`src/frnl_pkg.sv`:
```
// Shared constants, codes and types of the fixed-radius neighbor list block.
`timescale 1ns / 1ps

package frnl_pkg;

    localparam int MAX_ENTRIES = 128;
    localparam int MAX_LIST    = 16;
    localparam int COORD_WIDTH = 24;

    localparam int ADDR_W     = $clog2(MAX_ENTRIES);
    localparam int CNT_W      = $clog2(MAX_ENTRIES + 1);
    localparam int LIST_CNT_W = $clog2(MAX_LIST + 1);

    // field widths of the stream and register interface
    localparam int SLOT_W     = 7;
    localparam int COUNT_W    = 8;
    localparam int RANGE_W    = 23;
    localparam int ID_W       = 8;
    localparam int NCNT_W     = 5;
    localparam int IN_DATA_W  = ((SLOT_W + 3 * COORD_WIDTH + 7) / 8) * 8;
    localparam int OUT_DATA_W = 16;
    localparam int PADDR_W    = 3;
    localparam int PDATA_W    = 32;

    // distance datapath
    localparam int DIFF_W = COORD_WIDTH + 1;
    localparam int CMP_W  = (DIFF_W > RANGE_W) ? DIFF_W : RANGE_W;
    localparam int SQ_W   = 2 * RANGE_W;
    localparam int SUM_W  = SQ_W + 2;

    localparam logic MODE_WRITE = 1'b0;
    localparam logic MODE_QUERY = 1'b1;

    localparam logic REG_SLOT_COUNT = 1'b0;
    localparam logic REG_LINK_RANGE = 1'b1;

    // what travels alongside one memory read through the compare pipeline
    typedef enum logic [1:0] {
        K_NONE,
        K_REF,
        K_ENTRY,
        K_END
    } t_kind;

    typedef struct packed {
        t_kind             kind;
        logic [CNT_W-1:0]  idx;
    } t_tag;

    // x in the low bits
    typedef struct packed {
        logic [COORD_WIDTH-1:0] z;
        logic [COORD_WIDTH-1:0] y;
        logic [COORD_WIDTH-1:0] x;
    } t_pos;

endpackage

```
`src/frnl_dist.sv`:
```
// Distance compare pipeline: holds the queried position and tests each entry.
`timescale 1ns / 1ps

module frnl_dist (
    input  logic                          i_clk,
    input  logic                          i_rst_n,
    input  logic                          i_adv,
    input  frnl_pkg::t_tag                i_tag,
    input  frnl_pkg::t_pos                i_pos,
    input  logic [frnl_pkg::RANGE_W-1:0]  i_link_range,
    output frnl_pkg::t_tag                o_tag,
    output logic                          o_hit
);
    import frnl_pkg::*;

    t_pos                       r_ref;
    t_tag                       r_tag2;
    t_tag                       r_tag3;
    logic [RANGE_W-1:0]         r_mag [3];
    logic                       r_far2;
    logic                       r_far3;
    logic [SQ_W-1:0]            r_sq [3];
    logic [SQ_W-1:0]            r_range_sq;

    logic [COORD_WIDTH-1:0]     w_cur [3];
    logic [COORD_WIDTH-1:0]     w_ref [3];
    logic signed [DIFF_W-1:0]   w_diff [3];
    logic [DIFF_W-1:0]          w_abs [3];
    logic [RANGE_W-1:0]         w_mag [3];
    logic                       w_far;
    logic [SUM_W-1:0]           w_sum;

    assign w_cur[0] = i_pos.x;
    assign w_cur[1] = i_pos.y;
    assign w_cur[2] = i_pos.z;
    assign w_ref[0] = r_ref.x;
    assign w_ref[1] = r_ref.y;
    assign w_ref[2] = r_ref.z;

    // stage 2: absolute differences; any axis beyond the range rules the entry out
    always_comb begin
        w_far = 1'b0;
        for (int k = 0; k < 3; k++) begin
            w_diff[k] = DIFF_W'($signed(w_cur[k])) - DIFF_W'($signed(w_ref[k]));
            w_abs[k]  = w_diff[k][DIFF_W-1] ? DIFF_W'(-w_diff[k]) : DIFF_W'(w_diff[k]);
            w_mag[k]  = RANGE_W'(CMP_W'(w_abs[k]));
            if (CMP_W'(w_abs[k]) > CMP_W'(i_link_range)) begin
                w_far = 1'b1;
            end
        end
    end

    assign w_sum = SUM_W'(r_sq[0]) + SUM_W'(r_sq[1]) + SUM_W'(r_sq[2]);

    assign o_tag = r_tag3;
    assign o_hit = (r_tag3.kind == K_ENTRY) && !r_far3 && (w_sum <= SUM_W'(r_range_sq));

    always_ff @(posedge i_clk) begin
        if (!i_rst_n) begin
            r_tag2 <= '{kind: K_NONE, idx: '0};
            r_tag3 <= '{kind: K_NONE, idx: '0};
        end else if (i_adv) begin
            r_tag2 <= i_tag;
            r_tag3 <= r_tag2;
        end
    end

    always_ff @(posedge i_clk) begin
        r_range_sq <= SQ_W'(i_link_range) * SQ_W'(i_link_range);
        if (i_adv) begin
            if (i_tag.kind == K_REF) begin
                r_ref <= i_pos;
            end
            r_mag  <= w_mag;
            r_far2 <= w_far;
            for (int k = 0; k < 3; k++) begin
                r_sq[k] <= SQ_W'(r_mag[k]) * SQ_W'(r_mag[k]);
            end
            r_far3 <= r_far2;
        end
    end

endmodule

```
`config.mk`:
```
export PLATFORM = sky130hd
export DESIGN_NAME = frnl_dist
export DESIGN_NICKNAME = d
export VERILOG_FILES = /design/src/frnl_pkg.sv /design/src/frnl_dist.sv
export SDC_FILE = /design/constraint.sdc
export NUM_CORES = 2
export LEC_CHECK = 0
export BUFFER_PORTS_ARGS = -buffer_cell sky130_fd_sc_hd__buf_2
export CORE_ASPECT_RATIO = 0.9
export CORE_UTILIZATION = 36
export DETAILED_ROUTE_END_ITERATION = 12
export GPL_ROUTABILITY_DRIVEN = 0
export SYNTH_ARGS = -nofsm -noshare
export SYNTH_HDL_FRONTEND = slang
export SYNTH_SLANG_ARGS = --single-unit
```
`constraint.sdc`:
```
create_clock -name i_clk -period 22.1 [get_ports i_clk]
set_input_delay 3.315 -clock i_clk [delete_from_list [all_inputs] [get_ports i_clk]]
set_output_delay 3.315 -clock i_clk [all_outputs]
set_load 0.05 [all_outputs]
```
After elaboration in Yosys (flattened, before gate mapping)
Memories as Yosys holds them, arrays and structs flattened.
Index checks and enable logic that the tools add are counted.
{"block": "classes", "eq_ne": 2, "n_mul": 4, "addsub": 8, "bitwise_logic": 0, "muxes": 6, "n_lt_le_gt_ge": 4, "n_div": 0, "n_shift": 0, "n_reduce_logical": 5}
{"op": "$mul A23 B23 Y46", "n": 4}
{"op": "$gt A25 B23 Y1", "n": 3}
{"op": "$mux W25", "n": 3}
{"op": "$neg A25 Y25", "n": 3}
{"op": "$sub A24 B24 Y25", "n": 3}
{"op": "$add A47 B46 Y48", "n": 1}
{"op": "$le A48 B46 Y1", "n": 1}
{"op": "$add A46 B46 Y47", "n": 1}
{"op": "$mux W1", "n": 3}
{"op": "$eq A2 B1 Y1 const B", "n": 1}
{"op": "$eq A2 B2 Y1 const B", "n": 1}
{"op": "$logic_and A1 B1 Y1", "n": 2}
{"op": "$reduce_and A2 Y1", "n": 1}
{"op": "$reduce_or A2 Y1", "n": 1}
{"op": "$logic_not A1 Y1", "n": 1}
{"block": "word_totals", "ramBits": 138, "latchBits": 0, "n_memories": 1, "wordCells": 43, "inputBits": 108, "register_bits": 209, "rom_bits": 0}
{"name": "r_sq", "words": 3, "width": 46, "rd": 3, "rd_clocked_by_memory_dff": 0, "write_ports": 3, "line_no": "frnl_dist.sv:22", "rtl": "logic [SQ_W-1:0] r_sq [3];"}

Logic depth before layout (Yosys ltp)
{"block": "logic_depth", "depth_word": 5, "ltp_mapped": 29, "depth_no_buf": 27}

Worst setup path after synthesis
OpenSTA, ideal clock, no wires.
{"block": "synth_path", "kind": "input -> register", "start": "input i_link_range[3] (netlist bit)", "end": "register r_range_sq[45]", "slack_ns": 12.074, "n_path_buf": 2, "cell_stages": 24, "t_arrival_ns": 9.954, "setup_time_ns": 0.072, "required_time_ns": 22.028, "path_cell_list": "clkbuf_1 -> clkbuf_1 -> nand2_1 -> fa_1 -> inv_1 -> fa_1 -> inv_1 -> fa_1 -> inv_1 -> fa_1 -> fa_1 -> fa_1 -> fa_1 -> ha_1 -> o21a_1 -> o21ai_0 -> a21boi_0 -> o211a_1 -> a32oi_1 -> o31ai_1 -> o41ai_1 -> o311ai_0 -> a21oi_1 -> xnor2_1"}
{"block": "synth_between", "elab_chain_len": 1}
{"item": "start, declared", "line_no": "frnl_dist.sv:10", "rtl": "input logic [frnl_pkg::RANGE_W-1:0] i_link_range,"}
{"item": "$mul A23 B23 Y46", "line_no": "frnl_dist.sv:69", "rtl": "r_range_sq <= SQ_W'(i_link_range) * SQ_W'(i_link_range);"}
{"item": "end signal, assigned", "line_no": "frnl_dist.sv:69"}
{"item": "end, declared", "line_no": "frnl_dist.sv:23", "rtl": "logic [SQ_W-1:0] r_range_sq;"}
No other way between the ends.
A chain may end at the register's enable or synchronous reset.

Worst setup path after layout
{"block": "layout_path", "start": "input i_link_range[9] (netlist bit)", "end": "register r_range_sq[45]"}
Same word-level chain as after synthesis.

==> flow_summary.yaml <==
routing:
  avgRoutedWirePerCell_um: 19.0
  met3WireLength_mm: 13.5
  wl_met1_mm: 97.7
  routed_wl_mm: 218
  vias: 57100
  drtIter0Drc: 4008
  wl_met2_mm: 101
  drtPass1Iterations: 6
  ant_nets: 0
  via_per_inst: 4.96
  remaining_drc_errors: 0
  route.top_layer_used: "met5"
setup_path:
  reg2reg_slack_ns: 13.68
  crit_arrival_ns: 11.46
  r2r-start: "r_mag[27]"
  end_kind: "flop"
  worstPathMaxFanout: 16
  rr_endpoint: "r_sq[0][88]"
  start_kind: "primary input"
  criticalPathCategory: "primary input to flop"
  reg2reg_depth: 24
  cp.required_ns: 22.65
die:
  dieWidth_um: 501
  dieArea_mm2: 0.226
  io_pins: 119
  core_mm2: 0.222
  start_util_pct: 36.3
  rows: 164
  die_h_um: 451
placement:
  place_inst: 11400
  pre_cts_ws_ns: 10.56
  io_buffers: 118
  hpwl_mm: 181
sta:
  timing.final.crit_share_pct: 49.4
  min_period_ns: 10.91
  hold_viol_final: 0
  worst_pin_slew_ns: 1.15
  hold-worst-slack_ns: 0.430
  setup_violations: 0
  setup_ws_ns: 11.19
  setup_tns_ns: 0
  fin_skew_ns: 0.0403
  fmax_mhz: 91.7
  timing.slew.headroom_pct: 23.0
  maxSlewViolCount: 0
  rsz0062_at_grt: "no"
flow_run:
  cap_viol_max_count: 0
logic_synthesis:
  yosys-top-cells-count: "2171 x inv_1, 1590 x fa_1, 928 x ha_1"
  synth.area.top_cells: "fa_1 39%, ha_1 14%, edfxtp_1 10%"
  yosys.area.top_type: "fa_1"
  syn_area_mm2: 0.0807
  ys_ff_latch: 343
  syn_area_per_cell_um2: 9.54
  synth_top_area_share_pct: 39.5
  synth_ff_type: "edfxtp_1"
  syn_inst: 8457
  yosysMostFrequentCell: "inv_1"
  async_reset_ff_share_pct: 0
  synth-seq-area-share_pct: 12.0
  yosys_warnings: 0
  synth_edf_count: 278
  ys_types: 92
clock_tree:
  cts-hold-fix-buffers: 0
  clock_sinks: 343
  root_buffer: "clkbuf_16"
  cts_tree: "yes"
  htree_num_levels: 2
  numCtsBuffers: 45
  insertion_delay_ns: 0.65
  clk_pin_slew_ns: 0.06
  clk_path_buf_depth: 3
  cts_setup_buffers: 0
  cts-resized-gates: 0
finish:
  syn2layout_area_growth_pct: 6.99
  drive_gt1_share_pct: 3.95
  final_cells: 11500
  fin_nets: 11100
min_path:
  min_delay_path_depth: 0
  hold_class: "flop to flop"
  whs_endpoint: "r_far3"
  hp-start: "r_far2"
global_route:
  grt_antenna_before_repair: 13
  grt_max_degree: 96
  grt_use_total_pct: 19.8
  grt_pass1_vias: 61400
  gr-total-overflow: 0
  grt_pass1_wl_mm: 348
outcome:
  status: "finished, final reports clean"
[worst max-delay path: stages]
cell      delay, ns
buf_2          0.37
clkinv_1       0.72
nor2_1         0.38
inv_1          0.10
fa_1           0.49
fa_1           0.56
inv_1          0.06
fa_1           0.48
fa_1           0.57
fa_1           0.44
fa_1           0.53
fa_1           0.43
ha_1           0.37
a21o_1         0.20
a21o_1         0.17
a21oi_1        0.17
o21ai_0        0.18
a32oi_1        0.39
o31ai_1        0.17
o41ai_1        0.71
o311ai_0       0.27
a21oi_1        0.22
xnor2_1        0.15
[layout by cell type (no fill, tap or decap), drive strengths merged, types with 54 or more instances in the layout]
cell type,count
inv,2182
fa,1590
ha,928
nand2,690
nor2,376
and2,320
a21oi,303
edfxtp,278
xnor2,225
buf,190
a21o,175
o21ai,159
xor2,140
nor2b,77
nand2b,67
nand3,65
dfxtp,65
clkbuf,62
o21a,58
nor3,56
nand4,54
[layer usage]
layer | up-vias | global-route usage (%)
met5 | - | 0
met4 | 4 | 4.94
met3 | 293 | 2.40
met2 | 1708 | 32.6
met1 | 28900 | 27.5
li1 | 26100 | -
[registers in the layout (all words and copies together) (netlist names)]
signal and cells:
r_ref 72, r_sq 135, r_far2 1, o_tag 10, r_mag 69, r_far3 1
r_tag2 10, r_range_sq 45
[final cells by class]
type	count	area [um^2]
inverter	2181	8190
multi-input combinational	5715	62000
clock inverter	22	208
fill	22000	136000
timing repair buffer	190	1140
tap	2988	3740
antenna	7	17.5
sequential	343	9650
clock buffer	62	1360
[cells by family (layout without fill, tap and decap cells)]
logic type / after synthesis / in the layout / share of synthesized area [%]
buffers and inverters: 2400 / 2455 / 11.2
DFF: 343 / 343 / 12.0
and+or+nand+nor: 1822 / 1822 / 10.8
xor gates and xnor gates: 365 / 365 / 3.96
AOI/OAI and AO/OA: 974 / 974 / 7.80
adders and majority gates: 2518 / 2518 / 53.8
muxes: 33 / 33 / 0.423
other: 2 / 10 / 0.00931
[worst max path at each step]
stage                          startpoint        endpoint  slack [ns]  cells after the start
after floorplan           i_link_range[3]  r_range_sq[45]       12.07                     24
after global placement    i_link_range[9]  r_range_sq[45]       10.74                     23
after detailed placement  i_link_range[9]  r_range_sq[45]       10.56                     23
after CTS                 i_link_range[9]  r_range_sq[45]       11.26                     23
after global routing      i_link_range[9]  r_range_sq[45]       10.78                     23
final                     i_link_range[9]  r_range_sq[45]       11.19                     23
[metrics by stage]
stage / utilization, % / area, um^2
6_report: 38.8 / 86300
5_1_grt: 38.8 / 86300
3_3_place_gp: 38.1 / 84700
3_5_place_dp: 38.1 / 84700
4_1_cts: 38.8 / 86300
2_1_floorplan: - / 80700
Power is not shown: default switching activity piles up to over one toggle a cycle in this logic, so the estimate is an artifact.
